`config.mk`:
```
export PLATFORM = sky130hd
export DESIGN_NAME = stereo_iir_direct_form_two
export DESIGN_NICKNAME = d
export VERILOG_FILES = /design/src/rtl/sidf_pkg.sv /design/src/rtl/stereo_iir_direct_form_two.sv /design/src/rtl/sidf_coef_regs.sv /design/src/rtl/sidf_digit_mac.sv
export SDC_FILE = /design/constraint.sdc
export NUM_CORES = 1
export LEC_CHECK = 0
export BUFFER_PORTS_ARGS = -buffer_cell sky130_fd_sc_hd__buf_4
export CELL_PAD_IN_SITES_DETAIL_PLACEMENT = 1
export CELL_PAD_IN_SITES_GLOBAL_PLACEMENT = 2
export CORE_UTILIZATION = 38
export CTS_CLUSTER_DIAMETER = 100
export DETAILED_ROUTE_END_ITERATION = 6
export PLACE_DENSITY_LB_ADDON = 0.05
export SETUP_SLACK_MARGIN = 0.3
export SLEW_MARGIN = 25
export SYNTH_ARGS = -nofsm -noshare
export SYNTH_HDL_FRONTEND = slang
export SYNTH_SLANG_ARGS = --single-unit
```
`constraint.sdc`:
```
create_clock -name clk -period 5.9 [get_ports clk]
set_input_delay 0.885 -clock clk [delete_from_list [all_inputs] [get_ports clk]]
set_output_delay 0.885 -clock clk [all_outputs]
set_load 0.1 [all_outputs]
```
`src/rtl/sidf_pkg.sv`:
```
// Shared widths, register codes, coefficient bundle and sequencer states for the stereo IIR.
package sidf_pkg;

	// Field widths
	localparam int SMP_W   = 16;
	localparam int COEF_W  = 18;
	localparam int DW_W    = 24;
	localparam int FRAC_SH = 16;

	// Radix-4 digits per coefficient, and the counter that walks them
	localparam int DIGITS    = COEF_W / 2;
	localparam int DIG_CNT_W = $clog2(DIGITS);

	// Accumulator: sum of a few 18x24 products plus the scaled sample
	localparam int ACC_W  = 44;
	localparam int PART_W = DW_W + 3;

	// Configuration port
	localparam int CFG_IDX_W = 3;
	localparam logic [CFG_IDX_W-1:0] REG_FB_ONE  = 3'd0;
	localparam logic [CFG_IDX_W-1:0] REG_FB_TWO  = 3'd1;
	localparam logic [CFG_IDX_W-1:0] REG_FF_ZERO = 3'd2;
	localparam logic [CFG_IDX_W-1:0] REG_FF_ONE  = 3'd3;
	localparam logic [CFG_IDX_W-1:0] REG_FF_TWO  = 3'd4;

	// Coefficient reset values (Q1.16)
	localparam logic [COEF_W-1:0] COEF_ZERO = '0;
	localparam logic [COEF_W-1:0] COEF_ONE  = COEF_W'(65536);

	// Rounding and saturation bounds at accumulator width
	localparam logic signed [ACC_W-1:0] ROUND_HALF = ACC_W'(32768);
	localparam logic signed [ACC_W-1:0] DW_MAX_A   = ACC_W'(8388607);
	localparam logic signed [ACC_W-1:0] DW_MIN_A   = ACC_W'(-8388608);
	localparam logic signed [ACC_W-1:0] OUT_MAX_A  = ACC_W'(32767);
	localparam logic signed [ACC_W-1:0] OUT_MIN_A  = ACC_W'(-32768);

	typedef struct packed {
		logic [COEF_W-1:0] a1;
		logic [COEF_W-1:0] a2;
		logic [COEF_W-1:0] b0;
		logic [COEF_W-1:0] b1;
		logic [COEF_W-1:0] b2;
	} coef_t;

	typedef enum logic [2:0] {
		S_IDLE,
		S_FB,
		S_W0,
		S_FF,
		S_OUT
	} state_t;

endpackage

```
`src/rtl/stereo_iir_direct_form_two.sv`:
```
// Stereo direct form II IIR filter top level: sequencer, delay words, rounding and saturation.
// Each word passes through idle, a 9-digit radix-4 multiply pass over the feedback and feedforward
// taps, a rounding state, the 9-digit b0 pass on the new delay word and a final rounding state that
// waits while an earlier result is pending; a new word is accepted only back in idle.
// The result register frees the input side while a finished word waits to be taken.
// Reset (arst_n low, asynchronous) clears delay words, restores b0 = 1.0, others zero.
module stereo_iir_direct_form_two #(
	parameter int ORDER = 1
) (
	input  logic                                clk,
	input  logic                                arst_n,
	input  logic                                s_tvalid,
	output logic                                s_tready,
	input  logic [sidf_pkg::SMP_W-1:0]          s_tdata,   // [15:0] sample_in
	input  logic                                s_tuser,   // [0] chan_sel
	output logic                                m_tvalid,
	input  logic                                m_tready,
	output logic [sidf_pkg::SMP_W-1:0]          m_tdata,   // [15:0] sample_out
	output logic                                m_tuser,   // [0] chan_out
	input  logic                                cfg_valid,
	output logic                                cfg_ready,
	input  logic [sidf_pkg::CFG_IDX_W-1:0]      cfg_index,
	input  logic [sidf_pkg::COEF_W-1:0]         cfg_data
);

	sidf_pkg::coef_t  coef;
	sidf_pkg::state_t state_q, state_nx;

	logic [sidf_pkg::DIG_CNT_W-1:0]    dig_cnt_q;
	logic                              chan_q;
	logic signed [sidf_pkg::SMP_W-1:0] x_q;
	logic signed [sidf_pkg::DW_W-1:0]  w0_q;
	logic signed [sidf_pkg::DW_W-1:0]  dly_q [2][ORDER];
	logic                              m_tvalid_q;
	logic [sidf_pkg::SMP_W-1:0]        m_tdata_q;
	logic                              m_tuser_q;

	logic accept, lane_load, lane_step, b0_load, b0_step, out_load, last_digit;

	logic signed [sidf_pkg::ACC_W-1:0] fb_acc [ORDER];
	logic signed [sidf_pkg::ACC_W-1:0] ff_acc [ORDER];
	logic signed [sidf_pkg::ACC_W-1:0] b0_acc;
	logic [sidf_pkg::COEF_W-1:0]       fb_coef [ORDER];
	logic [sidf_pkg::COEF_W-1:0]       ff_coef [ORDER];

	logic signed [sidf_pkg::ACC_W-1:0] fb_sum, ff_sum, node_sum, node_shr, y_sum, y_shr;
	logic signed [sidf_pkg::ACC_W-1:0] x_ext;
	logic signed [sidf_pkg::DW_W-1:0]  w0_sat;
	logic [sidf_pkg::SMP_W-1:0]        y_sat;

	sidf_coef_regs u_coef (
		.clk       (clk),
		.arst_n    (arst_n),
		.cfg_valid (cfg_valid),
		.cfg_ready (cfg_ready),
		.cfg_index (cfg_index),
		.cfg_data  (cfg_data),
		.coef      (coef)
	);

	// One feedback lane and one feedforward lane per stored delay word
	for (genvar k = 0; k < ORDER; k++) begin : g_tap
		if (k == 0) begin : g_first
			assign fb_coef[k] = coef.a1;
			assign ff_coef[k] = coef.b1;
		end else begin : g_second
			assign fb_coef[k] = coef.a2;
			assign ff_coef[k] = coef.b2;
		end

		sidf_digit_mac u_fb (
			.clk    (clk),
			.arst_n (arst_n),
			.load   (lane_load),
			.step   (lane_step),
			.coef   (fb_coef[k]),
			.mult   (dly_q[chan_q][k]),
			.acc    (fb_acc[k])
		);

		sidf_digit_mac u_ff (
			.clk    (clk),
			.arst_n (arst_n),
			.load   (lane_load),
			.step   (lane_step),
			.coef   (ff_coef[k]),
			.mult   (dly_q[chan_q][k]),
			.acc    (ff_acc[k])
		);
	end

	// b0 lane runs on the fresh delay word
	sidf_digit_mac u_b0 (
		.clk    (clk),
		.arst_n (arst_n),
		.load   (b0_load),
		.step   (b0_step),
		.coef   (coef.b0),
		.mult   (w0_q),
		.acc    (b0_acc)
	);

	assign last_digit = (dig_cnt_q == sidf_pkg::DIG_CNT_W'(sidf_pkg::DIGITS - 1));

	// Sequencer: next state and strobes
	always_comb begin
		state_nx  = state_q;
		s_tready  = 1'b0;
		lane_load = 1'b0;
		lane_step = 1'b0;
		b0_load   = 1'b0;
		b0_step   = 1'b0;
		out_load  = 1'b0;
		unique case (state_q)
			sidf_pkg::S_IDLE: begin
				s_tready  = 1'b1;
				lane_load = s_tvalid;
				if (s_tvalid) begin
					state_nx = sidf_pkg::S_FB;
				end
			end
			sidf_pkg::S_FB: begin
				lane_step = 1'b1;
				if (last_digit) begin
					state_nx = sidf_pkg::S_W0;
				end
			end
			sidf_pkg::S_W0: begin
				b0_load  = 1'b1;
				state_nx = sidf_pkg::S_FF;
			end
			sidf_pkg::S_FF: begin
				b0_step = 1'b1;
				if (last_digit) begin
					state_nx = sidf_pkg::S_OUT;
				end
			end
			sidf_pkg::S_OUT: begin
				if (!m_tvalid_q || m_tready) begin
					out_load = 1'b1;
					state_nx = sidf_pkg::S_IDLE;
				end
			end
			default: state_nx = sidf_pkg::S_IDLE;
		endcase
	end

	assign accept = s_tvalid && s_tready;

	always_ff @(posedge clk or negedge arst_n) begin
		if (!arst_n) begin
			state_q <= sidf_pkg::S_IDLE;
		end else begin
			state_q <= state_nx;
		end
	end

	// Walk the digits during each multiply pass
	always_ff @(posedge clk or negedge arst_n) begin
		if (!arst_n) begin
			dig_cnt_q <= '0;
		end else if (lane_step || b0_step) begin
			dig_cnt_q <= last_digit ? '0 : dig_cnt_q + sidf_pkg::DIG_CNT_W'(1);
		end
	end

	// Hold the accepted word
	always_ff @(posedge clk) begin
		if (accept) begin
			x_q    <= $signed(s_tdata);
			chan_q <= s_tuser;
		end
	end

	// Feedback node: x*2^16 - sum a_k*w_k, round half up, saturate to 24 bits
	always_comb begin
		fb_sum = '0;
		ff_sum = '0;
		for (int k = 0; k < ORDER; k++) begin
			fb_sum = fb_sum + fb_acc[k];
			ff_sum = ff_sum + ff_acc[k];
		end
		x_ext = $signed({{(sidf_pkg::ACC_W-sidf_pkg::SMP_W-sidf_pkg::FRAC_SH){x_q[sidf_pkg::SMP_W-1]}},
			x_q, {sidf_pkg::FRAC_SH{1'b0}}});
		node_sum = x_ext + sidf_pkg::ROUND_HALF - fb_sum;
		node_shr = node_sum >>> sidf_pkg::FRAC_SH;
		if (node_shr > sidf_pkg::DW_MAX_A) begin
			w0_sat = sidf_pkg::DW_MAX_A[sidf_pkg::DW_W-1:0];
		end else if (node_shr < sidf_pkg::DW_MIN_A) begin
			w0_sat = sidf_pkg::DW_MIN_A[sidf_pkg::DW_W-1:0];
		end else begin
			w0_sat = node_shr[sidf_pkg::DW_W-1:0];
		end
	end

	// Output: b0*w0 + sum b_k*w_k, round half up, saturate to 16 bits
	always_comb begin
		y_sum = b0_acc + ff_sum + sidf_pkg::ROUND_HALF;
		y_shr = y_sum >>> sidf_pkg::FRAC_SH;
		if (y_shr > sidf_pkg::OUT_MAX_A) begin
			y_sat = sidf_pkg::OUT_MAX_A[sidf_pkg::SMP_W-1:0];
		end else if (y_shr < sidf_pkg::OUT_MIN_A) begin
			y_sat = sidf_pkg::OUT_MIN_A[sidf_pkg::SMP_W-1:0];
		end else begin
			y_sat = y_shr[sidf_pkg::SMP_W-1:0];
		end
	end

	always_ff @(posedge clk) begin
		if (state_q == sidf_pkg::S_W0) begin
			w0_q <= w0_sat;
		end
	end

	// Shift the selected channel's delay line once its old words are consumed
	always_ff @(posedge clk or negedge arst_n) begin
		if (!arst_n) begin
			for (int c = 0; c < 2; c++) begin
				for (int k = 0; k < ORDER; k++) begin
					dly_q[c][k] <= '0;
				end
			end
		end else if (state_q == sidf_pkg::S_W0) begin
			for (int k = ORDER - 1; k > 0; k--) begin
				dly_q[chan_q][k] <= dly_q[chan_q][k-1];
			end
			dly_q[chan_q][0] <= w0_sat;
		end
	end

	// Result register
	always_ff @(posedge clk or negedge arst_n) begin
		if (!arst_n) begin
			m_tvalid_q <= 1'b0;
		end else if (out_load) begin
			m_tvalid_q <= 1'b1;
		end else if (m_tready) begin
			m_tvalid_q <= 1'b0;
		end
	end

	always_ff @(posedge clk) begin
		if (out_load) begin
			m_tdata_q <= y_sat;
			m_tuser_q <= chan_q;
		end
	end

	assign m_tvalid = m_tvalid_q;
	assign m_tdata  = m_tdata_q;
	assign m_tuser  = m_tuser_q;

	// An accepted word keeps the input side closed on the next cycle
	a_busy_after_accept: assert property (@(posedge clk) disable iff (!arst_n)
		accept |=> !s_tready)
		else $error("input side open right after accepting a word");

	// A result appears only from the final rounding step
	a_out_from_final: assert property (@(posedge clk) disable iff (!arst_n)
		$rose(m_tvalid) |-> $past(state_q) == sidf_pkg::S_OUT)
		else $error("result word raised outside the final step");

	// Channel tag holds through the b0 pass
	a_chan_stable: assert property (@(posedge clk) disable iff (!arst_n)
		state_q == sidf_pkg::S_FF |-> $stable(chan_q))
		else $error("channel tag changed during the multiply pass");

	// A pending result is never overwritten
	a_no_overwrite: assert property (@(posedge clk) disable iff (!arst_n)
		out_load |-> !m_tvalid_q || m_tready)
		else $error("result register overwritten while still pending");

endmodule

```
`src/rtl/sidf_coef_regs.sv`:
```
// Coefficient register file written through the configuration channel.
module sidf_coef_regs (
	input  logic                          clk,
	input  logic                          arst_n,
	input  logic                          cfg_valid,
	output logic                          cfg_ready,
	input  logic [sidf_pkg::CFG_IDX_W-1:0] cfg_index,
	input  logic [sidf_pkg::COEF_W-1:0]    cfg_data,
	output sidf_pkg::coef_t               coef
);

	sidf_pkg::coef_t coef_q;

	// Always take a write; unknown indexes are dropped
	assign cfg_ready = 1'b1;
	assign coef      = coef_q;

	// Update the addressed coefficient
	always_ff @(posedge clk or negedge arst_n) begin
		if (!arst_n) begin
			coef_q.a1 <= sidf_pkg::COEF_ZERO;
			coef_q.a2 <= sidf_pkg::COEF_ZERO;
			coef_q.b0 <= sidf_pkg::COEF_ONE;
			coef_q.b1 <= sidf_pkg::COEF_ZERO;
			coef_q.b2 <= sidf_pkg::COEF_ZERO;
		end else if (cfg_valid) begin
			unique case (cfg_index)
				sidf_pkg::REG_FB_ONE:  coef_q.a1 <= cfg_data;
				sidf_pkg::REG_FB_TWO:  coef_q.a2 <= cfg_data;
				sidf_pkg::REG_FF_ZERO: coef_q.b0 <= cfg_data;
				sidf_pkg::REG_FF_ONE:  coef_q.b1 <= cfg_data;
				sidf_pkg::REG_FF_TWO:  coef_q.b2 <= cfg_data;
				default: ;
			endcase
		end
	end

endmodule

```
`src/rtl/sidf_digit_mac.sv`:
```
// Radix-4 digit-serial multiplier: coefficient shifts out two bits a cycle while step is high, MSB first.
module sidf_digit_mac (
	input  logic                              clk,
	input  logic                              arst_n,
	input  logic                              load,
	input  logic                              step,
	input  logic [sidf_pkg::COEF_W-1:0]       coef,
	input  logic signed [sidf_pkg::DW_W-1:0]  mult,
	output logic signed [sidf_pkg::ACC_W-1:0] acc
);

	logic [sidf_pkg::COEF_W-1:0]       coef_q;
	logic                              first_q;
	logic signed [sidf_pkg::ACC_W-1:0] acc_q;
	logic signed [2:0]                 digit;
	logic signed [sidf_pkg::PART_W-1:0] part;
	logic signed [sidf_pkg::ACC_W-1:0] part_ext;

	// Top digit carries the sign weight, the rest are unsigned
	always_comb begin
		if (first_q) begin
			digit = $signed({coef_q[sidf_pkg::COEF_W-1], coef_q[sidf_pkg::COEF_W-1 -: 2]});
		end else begin
			digit = $signed({1'b0, coef_q[sidf_pkg::COEF_W-1 -: 2]});
		end
		part     = sidf_pkg::PART_W'(mult) * sidf_pkg::PART_W'(digit);
		part_ext = $signed({{(sidf_pkg::ACC_W-sidf_pkg::PART_W){part[sidf_pkg::PART_W-1]}}, part});
	end

	// Flag the sign digit
	always_ff @(posedge clk or negedge arst_n) begin
		if (!arst_n) begin
			first_q <= 1'b0;
		end else if (load) begin
			first_q <= 1'b1;
		end else if (step) begin
			first_q <= 1'b0;
		end
	end

	// Horner step: scale the running sum by four and add the partial product
	always_ff @(posedge clk) begin
		if (load) begin
			coef_q <= coef;
			acc_q  <= '0;
		end else if (step) begin
			coef_q <= {coef_q[sidf_pkg::COEF_W-3:0], 2'b00};
			acc_q  <= (acc_q <<< 2) + part_ext;
		end
	end

	assign acc = acc_q;

endmodule
```
==> parameters.txt, run 1 <==
Parameter                              Value

Floorplan
  Effective utilization at floorplan ... 38.42%
  Chip Width ... between 200 and 300 um
  Std cell rows ... between 100 and 150
  Core Area ... 0.07759 mm^2
  Number of placed I/O pins ... 63
  Die Area ... approximately 0.080 mm^2
  Vert. Die Dim ... around 280 um

Min path
  Worst Hold Class ... primary input to asynchronous set/reset pin

Critical path
  Critical path, cell by cell ... mux2_4 > buf_4 > and2_1 > fa_1 > fa_1 > ha_1 > ha_1 > inv_1 > fa_1 > nor2b_1 > o21a_1 > o21ai_1 > a21oi_2 > o21bai_2 > a21oi_2 > a2111oi_2 > buf_4 > o22ai_2 > o41ai_2 > buf_4 > o31ai_2 > xnor2_1 > o22ai_1
  Critical path peak fanout ... 4
  Critical path data required time ... about 6.3 ns
  Cell family contributing the most delay on the critical path ... adder cells
  Highest cell delay on the worst timing path ... 0.52 ns
  Endpoint arrival time on the critical path ... 5.85 ns
  Worst Path Buf+Inv ... 4
  Crit start category ... flip-flop
  Critical setup path kind ... flip-flop to flip-flop
  Cell with the largest stage delay on the worst path ... sky130_fd_sc_hd__fa_1
  Crit end category ... flip-flop

CTS
  Post-CTS clock slew at the launch and capture registers of the worst setup and hold paths ... about 0.060 ns
  H-tree levels ... 2
  Clock tree from TritonCTS ... built
  Clock Tree Root ... sky130_fd_sc_hd__clkbuf_16
  Number of buffers created by CTS ... 48
  Clock sink count ... about 360
  Maximum number of buffers from clock root to sink ... 3
  Clock latency on the worst-skew pair ... approximately 0.64 ns

Synth
  Syn nets ... about 3700
  Proportion of register bits with asynchronous set or reset after synthesis ... roughly a third
  Number of distinct standard cells referenced by the synthesized netlist ... 85
  Post-synthesis sequential area ratio ... between 20% and 30%
  Most area-consuming cells after synthesis ... sky130_fd_sc_hd__ha_1 (15%), sky130_fd_sc_hd__fa_1 (13%), sky130_fd_sc_hd__edfxtp_1 (11%), sky130_fd_sc_hd__dfrtp_1 (9.3%), sky130_fd_sc_hd__dfxtp_1 (8.9%)
  Area of the mapped netlist ... approximately 0.030 mm^2
  Warning count from the yosys run ... 0
  Count of flip-flops with a built-in enable after synthesis ... between 100 and 150
  Synth top area share ... ~15%
  Synthesized netlist cell count ... about 3100
  Syn avg cell area ... roughly 9.5 um^2
  Seq cells post-synth ... between 300 and 400
  Prevailing post-synth register cell ... sky130_fd_sc_hd__dfxtp_1
  Dominant cell type by area after synthesis ... sky130_fd_sc_hd__ha_1

Timing
  Hold violation count in the final report ... 0
  Final Max Tran Viols ... 0
  Worst Tran Pin Value ... roughly 0.93 ns
  Setup repair after global routing missed its margin ... true
  Slew margin rel. ... between 30% and 40%
  Clock skew ... between 0.05 and 0.06 ns
  Final number of setup-violating endpoints ... 0
  Highest Clock Rate ... 184.9 MHz
  Crit path time final ... approximately 5.4 ns
  Period Utilization, post-route ... between 90% and 100%

Place
  Count of placed standard cells including taps ... approximately 4200
  Number of I/O port buffers ... between 60 and 70
  Gpl congestion ... ~0.84
  HPWL after DPL ... between 60000 and 70000 um

Layout
  Number of standard cells in the layout, taps in and fillers out ... approximately 4300
  Most frequent cells in the layout ... sky130_fd_sc_hd__ha_1 (358), sky130_fd_sc_hd__nand2_1 (321), sky130_fd_sc_hd__a21oi_1 (264)
  Area Overhead vs Synth ... 14.85%
  Fraction of final layout cells sized beyond drive strength 1 ... 13.17%
  Most common cell after layout, fill and taps aside ... sky130_fd_sc_hd__ha_1
  Number of nets in the final layout ... 3864
  Fill count ... slightly below 9000
  Total inserted antenna cells ... 0

Detailed routing
  Initial drt markers ... about 770
  Via density per instance ... 5.262
  Routed via count ... roughly 23000
  Average wire length per cell after detail routing ... 20.61 um
  Residual DRC ... 0
  Antenna-violating nets left ... 0
  Pre-antenna DRT Iters ... 5
  Final wirelength ... 89490 um

Global route
  Vias in the first global route ... 24950
  Largest net degree at the start of global routing ... just under 70
  Remaining global-route overflow ... 0
  All-Layer GR Usage ... 22.96%
  Global-route wire length before repair ... roughly 140000 um
  Number of antenna violations at the first check in global routing ... 7

Outcome
  Result of the run ... complete, no violations

Flow run
  Number of maximum-capacitance constraint violations ... 0
[area by class of cell]
cell class                 count  area, um^2  area share (%)
multi-input combinational   2434       20130           58.79
sequential                   356        8810           25.73
timing repair buffer         179        1388           4.053
tap                         1040        1301           3.801
clock buffer                  55        1247           3.644
inverter                     243       918.4           2.683
clock inverter                35       444.2           1.297
[logic make-up after synthesis]
kind of cell,after synthesis,synth area share [%]
compound gates,742,15.58
xor+xnor,158,4.642
fa+ha+maj,559,28.37
buf+inv,345,4.391
flops,356,29.55
mux,99,3.639
other cells,1,0.01258
simple gates,875,13.81
[path summary, 6_finish.rpt]
check                                       from                    end  slack, ns  cells past startpoint
setup reg to reg                          chan_q  g_tap[0].u_ff.acc[31]       0.49                     23
hold reg to reg            g_tap[0].u_fb.acc[35]  g_tap[0].u_fb.acc[35]       0.46                      2
min in group clk                     s_tdata[13]                x_q[13]       0.42                      1
max in group asynchronous                 arst_n               dly_q[8]       4.26                      2
hold / removal                            arst_n        u_coef.coef[78]       0.29                      1
setup / recovery                          chan_q  g_tap[0].u_ff.acc[31]       0.49                     23
[repair_timing]
| action | in CTS | in global routing |
|---|---|---|
| endpoints found under the setup margin | 25 | 28 |
| setup buffers | 5 | 23 |
| pin swaps | 1 | 20 |
| gates resized for setup | 31 | 65 |
| hold buffers | 0 | 0 |
[cell usage after synthesis (90+ instances only)]
| library cell | count |
|---|---|
| sky130_fd_sc_hd__o21ai_0 | 119 |
| sky130_fd_sc_hd__ha_1 | 364 |
| sky130_fd_sc_hd__a21o_1 | 124 |
| sky130_fd_sc_hd__a21oi_1 | 272 |
| sky130_fd_sc_hd__dfxtp_1 | 132 |
| sky130_fd_sc_hd__inv_1 | 241 |
| sky130_fd_sc_hd__nor2_1 | 207 |
| sky130_fd_sc_hd__fa_1 | 195 |
| sky130_fd_sc_hd__xnor2_1 | 90 |
| sky130_fd_sc_hd__nor2b_1 | 98 |
| sky130_fd_sc_hd__nand2_1 | 324 |
| sky130_fd_sc_hd__edfxtp_1 | 112 |
| sky130_fd_sc_hd__dfrtp_1 | 111 |
[layer usage]
| metal | GRT usage (%) | wire length, um | part of all wire (%) | vias to the layer above |
|---|---|---|---|---|
| met3 | 2.197 | 2010 | 2.2 | 101 |
| met1 | 30.20 | 41300 | 46 | 11360 |
| met4 | 5.532 | 2106 | 2.4 | 0 |
| met2 | 40.35 | 44080 | 49 | 225 |
| li1 | - | - | - | 11160 |
| met5 | 0 | 0 | 0 | - |
[state kept, by name (all words and copies together) (netlist names)]
signal and flops:
chan_q 1, dig_cnt_q 4, dly_q 48, g_tap.u_fb.acc 44, g_tap.u_fb.coef_q 18, g_tap.u_fb.first_q 1
g_tap.u_ff.acc 44, g_tap.u_ff.coef_q 18, m_tdata 16, m_tuser 1, m_tvalid 1, state_q 3
u_b0.acc 44, u_b0.coef_q 18, u_b0.first_q 1, u_coef.coef 54, w0_q 24, x_q 16
[metrics by stage]
stage | utilization [%] | hold slack [ns] | setup slack (ns) | instance area, um^2 | TNS (ns)
after global placement | 41.13 | 0.4440 | -0.05839 | 31910 | -0.1131
after floorplan | - | 0.4244 | 0.3379 | 29810 | 0
after CTS | 43.51 | 0.2880 | 0.2698 | 33760 | 0
final | 44.12 | 0.2871 | 0.4917 | 34230 | 0
after global routing | 44.12 | 0.3368 | 0.2400 | 34230 | 0
after detailed placement | 41.13 | 0.4487 | -0.09279 | 31910 | -0.1317
Power of run 1 is not shown: default switching activity piles up to over one toggle a cycle in this logic, so the estimate is an artifact.
==> run 2, diff against run 1 <==
--- a/config.mk
+++ b/config.mk
@@ -5,9 +5,11 @@
 export SDC_FILE = /design/constraint.sdc
 export NUM_CORES = 1
 export LEC_CHECK = 0
-export BUFFER_PORTS_ARGS = -buffer_cell sky130_fd_sc_hd__buf_4
+export ABC_CLOCK_PERIOD_IN_PS = 5900
+export BUFFER_PORTS_ARGS = -buffer_cell sky130_fd_sc_hd__buf_2
 export CELL_PAD_IN_SITES_DETAIL_PLACEMENT = 1
 export CELL_PAD_IN_SITES_GLOBAL_PLACEMENT = 2
+export CORE_MARGIN = 1.5
 export CORE_UTILIZATION = 38
 export CTS_CLUSTER_DIAMETER = 100
 export DETAILED_ROUTE_END_ITERATION = 6
==> run 2 against run 1 <==
Sequential cell count is the same. Die area grew 0.71%. Maximum frequency grew 0.28%. First-iteration DRC count shrank 8.4%. Clock skew shrank 0.022 ns. Critical endpoint is now g_tap[0].u_fb.acc[40]. Wire length shrank 0.51%. Global-route usage shrank 0.60 points. Hold slack gained 0.076 ns.
==> parameters.txt, run 2 (synthesis gave the netlist of run 1 again) <==
Parameter                              Value

Timing
  Total Neg Setup Slack ... 0 ns (unchanged)
  Highest Clock Rate ... 185.4 MHz (was 184.9 MHz)
  Crit path time final ... 5.393 ns (was 5.408 ns)
  Final Max Tran Viols ... 0 (unchanged)
  Worst Tran Pin Value ... 1.082 ns (was 0.9315 ns)
  Slew margin rel. ... 27.48% (was 37.90%)
  Final number of setup-violating endpoints ... 0 (unchanged)
  Hold violation count in the final report ... 0 (unchanged)
  Period Utilization, post-route ... 91.41% (was 91.67%)
  Setup repair after global routing missed its margin ... true (unchanged)
  Clock skew ... 0.03270 ns (was 0.05476 ns)

Floorplan
  Effective utilization at floorplan ... 38.42% (unchanged)
  Number of placed I/O pins ... 63 (unchanged)
  Core Area ... 0.07759 mm^2 (unchanged)
  Std cell rows ... 102 (unchanged)
  Vert. Die Dim ... 283.1 um (was 282.1 um)
  Chip Width ... 283.1 um (was 282.1 um)
  Die Area ... 0.08013 mm^2 (was 0.07957 mm^2)

Global route
  Remaining global-route overflow ... 0 (unchanged)
  All-Layer GR Usage ... 22.36% (was 22.96%)
  Number of antenna violations at the first check in global routing ... 1 (was 7)
  Vias in the first global route ... 24860 (was 24950)
  Largest net degree at the start of global routing ... 62 (was 68)
  Global-route wire length before repair ... 142400 um (was 142300 um)

Critical path
  R2R cell count ... 22 (was 23)
  Worst Path Buf+Inv ... 4 (unchanged)
  Crit end category ... flip-flop (unchanged)
  Crit start category ... flip-flop (unchanged)
  Cell type with the highest occurrence count on the critical path ... sky130_fd_sc_hd__buf_4
  Critical path, cell by cell ... buf_12 > mux2_2 > buf_4 > nor2_1 > fa_1 > fa_1 > ha_4 > ha_1 > a21o_1 > a21o_1 > a2111o_1 > a211oi_2 > o21bai_2 > o21ai_1 > buf_4 > a211oi_2 > o221ai_2 > a31oi_2 > buf_4 > a21oi_1 > xor2_1 > o22ai_1 (was mux2_4 > buf_4 > and2_1 > fa_1 > fa_1 > ha_1 > ha_1 > inv_1 > fa_1 > nor2b_1 > o21a_1 > o21ai_1 > a21oi_2 > o21bai_2 > a21oi_2 > a2111oi_2 > buf_4 > o22ai_2 > o41ai_2 > buf_4 > o31ai_2 > xnor2_1 > o22ai_1)
  Reg-to-reg slack, setup ... 0.51 ns (was 0.49 ns)
  Highest cell delay on the worst timing path ... 0.54 ns (was 0.52 ns)
  Critical setup path kind ... flip-flop to flip-flop (unchanged)
  Cell family contributing the most delay on the critical path ... compound AO/OA/AOI/OAI gates (was adder cells)
  Endpoint arrival time on the critical path ... 5.88 ns (was 5.85 ns)
  Beginning of the worst register-to-register path ... chan_q (unchanged)
  Critical path peak fanout ... 6 (was 4)
  Reg-to-reg endpoint ... g_tap[0].u_fb.acc[40] (was g_tap[0].u_ff.acc[31])
  Cell with the largest stage delay on the worst path ... sky130_fd_sc_hd__fa_1 (unchanged)
  Critical path data required time ... 6.39 ns (was 6.34 ns)

Min path
  Worst Hold Class ... primary input to asynchronous set/reset pin (unchanged)

Flow run
  Number of maximum-capacitance constraint violations ... 0 (unchanged)

CTS
  Number of buffers created by CTS ... 47 (was 48)
  Clock sink count ... 356 (unchanged)
  Clock latency on the worst-skew pair ... 0.62 ns (was 0.64 ns)
  Clock Tree Root ... sky130_fd_sc_hd__clkbuf_16 (unchanged)
  H-tree levels ... 2 (unchanged)
  Clock tree from TritonCTS ... built (unchanged)
  Maximum number of buffers from clock root to sink ... 3 (unchanged)
  Post-CTS clock slew at the launch and capture registers of the worst setup and hold paths ... 0.06 ns (about the same)

Detailed routing
  Routed via count ... 22750 (was 22850)
  Initial drt markers ... 702 (was 766)
  Via density per instance ... 5.260 (was 5.262)
  Pre-antenna DRT Iters ... 4 (was 5)
  Final wirelength ... 89040 um (was 89490 um)
  Average wire length per cell after detail routing ... 20.59 um (was 20.61 um)
  Residual DRC ... 0 (unchanged)
  Antenna-violating nets left ... 0 (unchanged)

Place
  Number of I/O port buffers ... 61 (unchanged)
  Gpl congestion ... 0.8364 (was 0.8368)
  HPWL after DPL ... 69660 um (was 69470 um)

Layout
  Most frequent cells in the layout ... sky130_fd_sc_hd__ha_1 (359), sky130_fd_sc_hd__nand2_1 (321), sky130_fd_sc_hd__a21oi_1 (264) (was sky130_fd_sc_hd__ha_1 (358), sky130_fd_sc_hd__nand2_1 (321), sky130_fd_sc_hd__a21oi_1 (264))
  Total inserted antenna cells ... 0 (unchanged)
  Number of nets in the final layout ... 3848 (was 3864)
  Most common cell after layout, fill and taps aside ... sky130_fd_sc_hd__ha_1 (unchanged)
  Area Overhead vs Synth ... 13.45% (was 14.85%)
  Fraction of final layout cells sized beyond drive strength 1 ... 12.30% (was 13.17%)
  Number of flip-flops in the largest register ... 54 (unchanged)

Outcome
  Result of the run ... complete, no violations (unchanged)
[run 2: worst reg2reg max path: stages (launching register included)]
cell and delay, ns:
sky130_fd_sc_hd__edfxtp_1 0.37, sky130_fd_sc_hd__buf_12 0.15, sky130_fd_sc_hd__mux2_2 0.36, sky130_fd_sc_hd__buf_4 0.15, sky130_fd_sc_hd__nor2_1 0.13, sky130_fd_sc_hd__fa_1 0.46
sky130_fd_sc_hd__fa_1 0.55, sky130_fd_sc_hd__ha_4 0.22, sky130_fd_sc_hd__ha_1 0.27, sky130_fd_sc_hd__a21o_1 0.17, sky130_fd_sc_hd__a21o_1 0.20, sky130_fd_sc_hd__a2111o_1 0.44
sky130_fd_sc_hd__a211oi_2 0.32, sky130_fd_sc_hd__o21bai_2 0.14, sky130_fd_sc_hd__o21ai_1 0.15, sky130_fd_sc_hd__buf_4 0.15, sky130_fd_sc_hd__a211oi_2 0.10, sky130_fd_sc_hd__o221ai_2 0.22
sky130_fd_sc_hd__a31oi_2 0.15, sky130_fd_sc_hd__buf_4 0.16, sky130_fd_sc_hd__a21oi_1 0.16, sky130_fd_sc_hd__xor2_1 0.17, sky130_fd_sc_hd__o22ai_1 0.09
[run 2: worst max path at each step]
| stage | slack (ns) | cells after the start | from | end |
|---|---|---|---|---|
| after floorplan | 0.34 | 21 | chan_q | g_tap[0].u_fb.acc[41] |
| after global placement | -0.03 | 21 | chan_q | g_tap[0].u_fb.acc[41] |
| after detailed placement | -0.08 | 21 | chan_q | g_tap[0].u_fb.acc[41] |
| after CTS | 0.29 | 21 | chan_q | g_tap[0].u_fb.acc[42] |
| after global routing | 0.26 | 18 | u_b0.coef_q[17] | u_b0.acc[42] |
| final | 0.51 | 22 | chan_q | g_tap[0].u_fb.acc[40] |
[run 2: layout make-up]
cell class,instances,area (um^2)
clock inverter,33,367.9
multi-input combinational,2434,20070
tap,1040,1301
clock buffer,55,1216
fill,8846,43780
inverter,243,914.6
sequential,356,8810
timing repair buffer,164,1135
[run 2: repair_timing]
action                                  CTS  global route
gates resized for setup                  21            53
cloned                                    0             1
buffers inserted                          4             8
hold buffers                              0             0
endpoints found under the setup margin   21            28
pin swaps                                 0            23
[run 2: layer usage]
metal | wire length (um) | vias up | global-route usage [%]
li1 | - | 11120 | -
met1 | 41180 | 11330 | 29.40
met2 | 44110 | 211 | 39.42
met3 | 1860 | 91 | 2.262
met4 | 1891 | 0 | 5.174
met5 | 0 | - | 0
[run 2: stage by stage]
step	utilization, %	area, um^2	setup WS (ns)	std cells	hold WS [ns]
2_1_floorplan	-	29810	0.3379	3135	0.4244
3_3_place_gp	40.93	31760	-0.03356	4224	0.4441
3_5_place_dp	40.93	31760	-0.08487	4224	0.4528
4_1_cts	43.14	33480	0.2880	4316	0.3749
5_1_grt	43.58	33820	0.2582	4325	0.3980
6_report	43.58	33820	0.5065	4325	0.3635
Power of run 2 is left out for the same reason.
==> run 3, diff against run 2 <==
--- a/config.mk
+++ b/config.mk
@@ -9,6 +9,7 @@
 export BUFFER_PORTS_ARGS = -buffer_cell sky130_fd_sc_hd__buf_2
 export CELL_PAD_IN_SITES_DETAIL_PLACEMENT = 1
 export CELL_PAD_IN_SITES_GLOBAL_PLACEMENT = 2
+export CORE_ASPECT_RATIO = 0.7
 export CORE_MARGIN = 1.5
 export CORE_UTILIZATION = 38
 export CTS_CLUSTER_DIAMETER = 100
==> run 3 against run 2 <==
Sequential cell count unchanged. Largest cell class unchanged. Global-route usage up 1.2 points. Critical path depth up 1. Cell area up 2.3%. Worst setup slack worse by 0.17 ns. Cell count up 0.44%. Critical endpoint is now g_tap[0].u_fb.acc[43]. Wire length up 5.0%. Non-clock buffer count up 20. Register-to-register slack worse by 0.17 ns. Clock-buffer cell count up 4. Utilization up 1.2 points.
==> parameters.txt, run 3 (synthesis gave the netlist of run 1 again) <==
Parameter                              Value

Timing
  Setup repair after global routing missed its margin ... true (unchanged)
  Hold violation count in the final report ... 0 (unchanged)
  Clock skew ... 0.02232 ns (was 0.03270 ns)
  Highest Clock Rate ... 179.7 MHz (was 185.4 MHz)
  Final number of setup-violating endpoints ... 0 (unchanged)
  Hold Worst Slack ... 0.3212 ns (was 0.3635 ns)
  Crit path time final ... 5.563 ns (was 5.393 ns)
  Period Utilization, post-route ... 94.29% (was 91.41%)
  Slew margin rel. ... 37.63% (was 27.48%)
  Final Max Tran Viols ... 0 (unchanged)
  Worst Tran Pin Value ... 0.9356 ns (was 1.082 ns)
  Post-layout worst setup margin ... 0.3367 ns (was 0.5065 ns)

Floorplan
  Effective utilization at floorplan ... 38.61% (was 38.42%)
  Chip Width ... 337.8 um (was 283.1 um)
  Vert. Die Dim ... 237.3 um (was 283.1 um)
  Std cell rows ... 85 (was 102)
  Die Area ... 0.08016 mm^2 (was 0.08013 mm^2)
  Number of placed I/O pins ... 63 (unchanged)
  Core Area ... 0.07721 mm^2 (was 0.07759 mm^2)

Layout
  Most common cell after layout, fill and taps aside ... sky130_fd_sc_hd__ha_1 (unchanged)
  Area Overhead vs Synth ... 16.10% (was 13.45%)
  Number of nets in the final layout ... 3865 (was 3848)
  Sequential cell area ... 0.008810 mm^2 (unchanged)
  Fraction of final layout cells sized beyond drive strength 1 ... 14.97% (was 12.30%)
  Multi-input logic area ... 0.02058 mm^2 (was 0.02007 mm^2)
  Most frequent cells in the layout ... sky130_fd_sc_hd__ha_1 (336), sky130_fd_sc_hd__nand2_1 (322), sky130_fd_sc_hd__a21oi_1 (257) (was sky130_fd_sc_hd__ha_1 (359), sky130_fd_sc_hd__nand2_1 (321), sky130_fd_sc_hd__a21oi_1 (264))
  Final Util ... 44.82% (was 43.58%)
  Number of standard cells in the layout, taps in and fillers out ... 4344 (was 4325)
  Fill count ... 8725 (was 8846)
  Number of flip-flops in the largest register ... 54 (unchanged)

Global route
  Global-route wire length before repair ... 146100 um (was 142400 um)
  Largest net degree at the start of global routing ... 67 (was 62)
  Number of antenna violations at the first check in global routing ... 9 (was 1)
  Vias in the first global route ... 24890 (was 24860)
  All-Layer GR Usage ... 23.58% (was 22.36%)
  Remaining global-route overflow ... 0 (unchanged)

Critical path
  Critical path data required time ... 6.36 ns (was 6.39 ns)
  Critical path peak fanout ... 5 (was 6)
  Cell with the largest stage delay on the worst path ... sky130_fd_sc_hd__fa_1 (unchanged)
  Crit end category ... flip-flop (unchanged)
  Critical path, cell by cell ... buf_6 > mux2_4 > and2_4 > fa_1 > fa_1 > ha_4 > ha_4 > fa_2 > a21o_1 > a21o_1 > a21oi_2 > o211ai_1 > o21ai_1 > buf_4 > a31o_4 > o21ai_4 > buf_6 > a2111oi_4 > buf_4 > o21ai_1 > a21oi_1 > xnor2_1 > o21ai_1 (was buf_12 > mux2_2 > buf_4 > nor2_1 > fa_1 > fa_1 > ha_4 > ha_1 > a21o_1 > a21o_1 > a2111o_1 > a211oi_2 > o21bai_2 > o21ai_1 > buf_4 > a211oi_2 > o221ai_2 > a31oi_2 > buf_4 > a21oi_1 > xor2_1 > o22ai_1)
  Endpoint arrival time on the critical path ... 6.03 ns (was 5.88 ns)
  Critical setup path kind ... flip-flop to flip-flop (unchanged)
  Highest cell delay on the worst timing path ... 0.58 ns (was 0.54 ns)
  Reg-to-reg slack, setup ... 0.34 ns (was 0.51 ns)
  Crit start category ... flip-flop (unchanged)
  Cell type with the highest occurrence count on the critical path ... sky130_fd_sc_hd__o21ai_1 (was sky130_fd_sc_hd__buf_4)

Detailed routing
  Pre-antenna DRT Iters ... 5 (was 4)
  Via density per instance ... 5.413 (was 5.260)
  Final wirelength ... 93530 um (was 89040 um)
  Average wire length per cell after detail routing ... 21.53 um (was 20.59 um)
  Routed via count ... 23510 (was 22750)
  Initial drt markers ... 1375 (was 702)
  Residual DRC ... 0 (unchanged)
  Antenna-violating nets left ... 0 (unchanged)

CTS
  H-tree levels ... 2 (unchanged)
  Clock latency on the worst-skew pair ... 0.61 ns (was 0.62 ns)
  Maximum number of buffers from clock root to sink ... 3 (unchanged)
  Clock Tree Root ... sky130_fd_sc_hd__clkbuf_16 (unchanged)
  Number of buffers created by CTS ... 44 (was 47)
  Post-CTS clock slew at the launch and capture registers of the worst setup and hold paths ... 0.06 ns (about the same)
  Clock tree from TritonCTS ... built (unchanged)
  Clock sink count ... 356 (unchanged)

Place
  Number of I/O port buffers ... 61 (unchanged)
  HPWL after DPL ... 72050 um (was 69660 um)
  Post-place setup slack ... -0.3216 ns (was -0.08487 ns)
  Gpl congestion ... 0.8854 (was 0.8364)
  Count of placed standard cells including taps ... 4225 (was 4224)

Outcome
  Result of the run ... complete, no violations (unchanged)

Flow run
  Number of maximum-capacitance constraint violations ... 0 (unchanged)

Min path
  Worst Hold Class ... primary input to asynchronous set/reset pin (unchanged)
-- run 3: cell types whose count changed in the layout (fill, tap and decap cells not counted), sizes merged --
cell and delta:
clkinvlp -1, diode +1, inv +3, bufinv +1
clkinv -13, buf +20, clkbuf +4
-- run 3: what timing repair did --
action                                  4_1_cts  5_1_grt
gates cloned                                  0        1
resized for setup                            51      139
buffers inserted                              8       27
hold buffers                                  0        0
pin swaps                                    13       69
endpoints found under the setup margin       29       37
hold endpoints to repair                      0        0
-- run 3: path summary, 6_finish.rpt --
check / endpoint / start / cells after the start
min reg2reg: g_tap[0].u_fb.acc[26] / g_tap[0].u_fb.acc[26] / 2
max: g_tap[0].u_fb.acc[43] / chan_q / 23
max in group asynchronous: u_coef.coef[36] / arst_n / 2
min: dly_q[13] / arst_n / 1
max reg2reg: g_tap[0].u_fb.acc[43] / chan_q / 23
min in group clk: x_q[5] / s_tdata[5] / 1
-- run 3: layout make-up --
| class | count | share of cell area [%] |
|---|---|---|
| inverters | 243 | 2.664 |
| flip-flops and latches | 356 | 25.46 |
| repair buffers | 184 | 4.071 |
| diodes | 1 | 0.007231 |
| clock buffers | 59 | 3.612 |
| clock inverters | 23 | 0.9581 |
| well taps | 1044 | 3.774 |
| multi-input cells | 2434 | 59.46 |
-- run 3: metal layers --
layer	vias to the layer above	share of wire (%)	track usage, %	routed length (um)
met5	-	0.028	0	26
met4	4	2.5	6.088	2312
met3	110	4.4	3.549	4142
met2	354	41	33.37	37890
met1	11890	53	36.85	49150
li1	11160	-	-	-
-- run 3: critical path: cells and delay by family (launching register included) --
family	cells	cell delay (ns)
mux	1	0.33
compound gates	11	1.90
simple gates	1	0.17
buf+inv	4	0.63
fa+ha+maj	5	1.81
flops	1	0.44
xor+xnor	1	0.14
-- run 3: stage by stage --
step	area, um^2	TNS [ns]
floorplan	29810	0
finish	34610	0
CTS	33620	0
global route	34610	0
detailed placement	31760	-0.8134
global placement	31760	-0.4028
Power of run 3 is left out for the same reason.
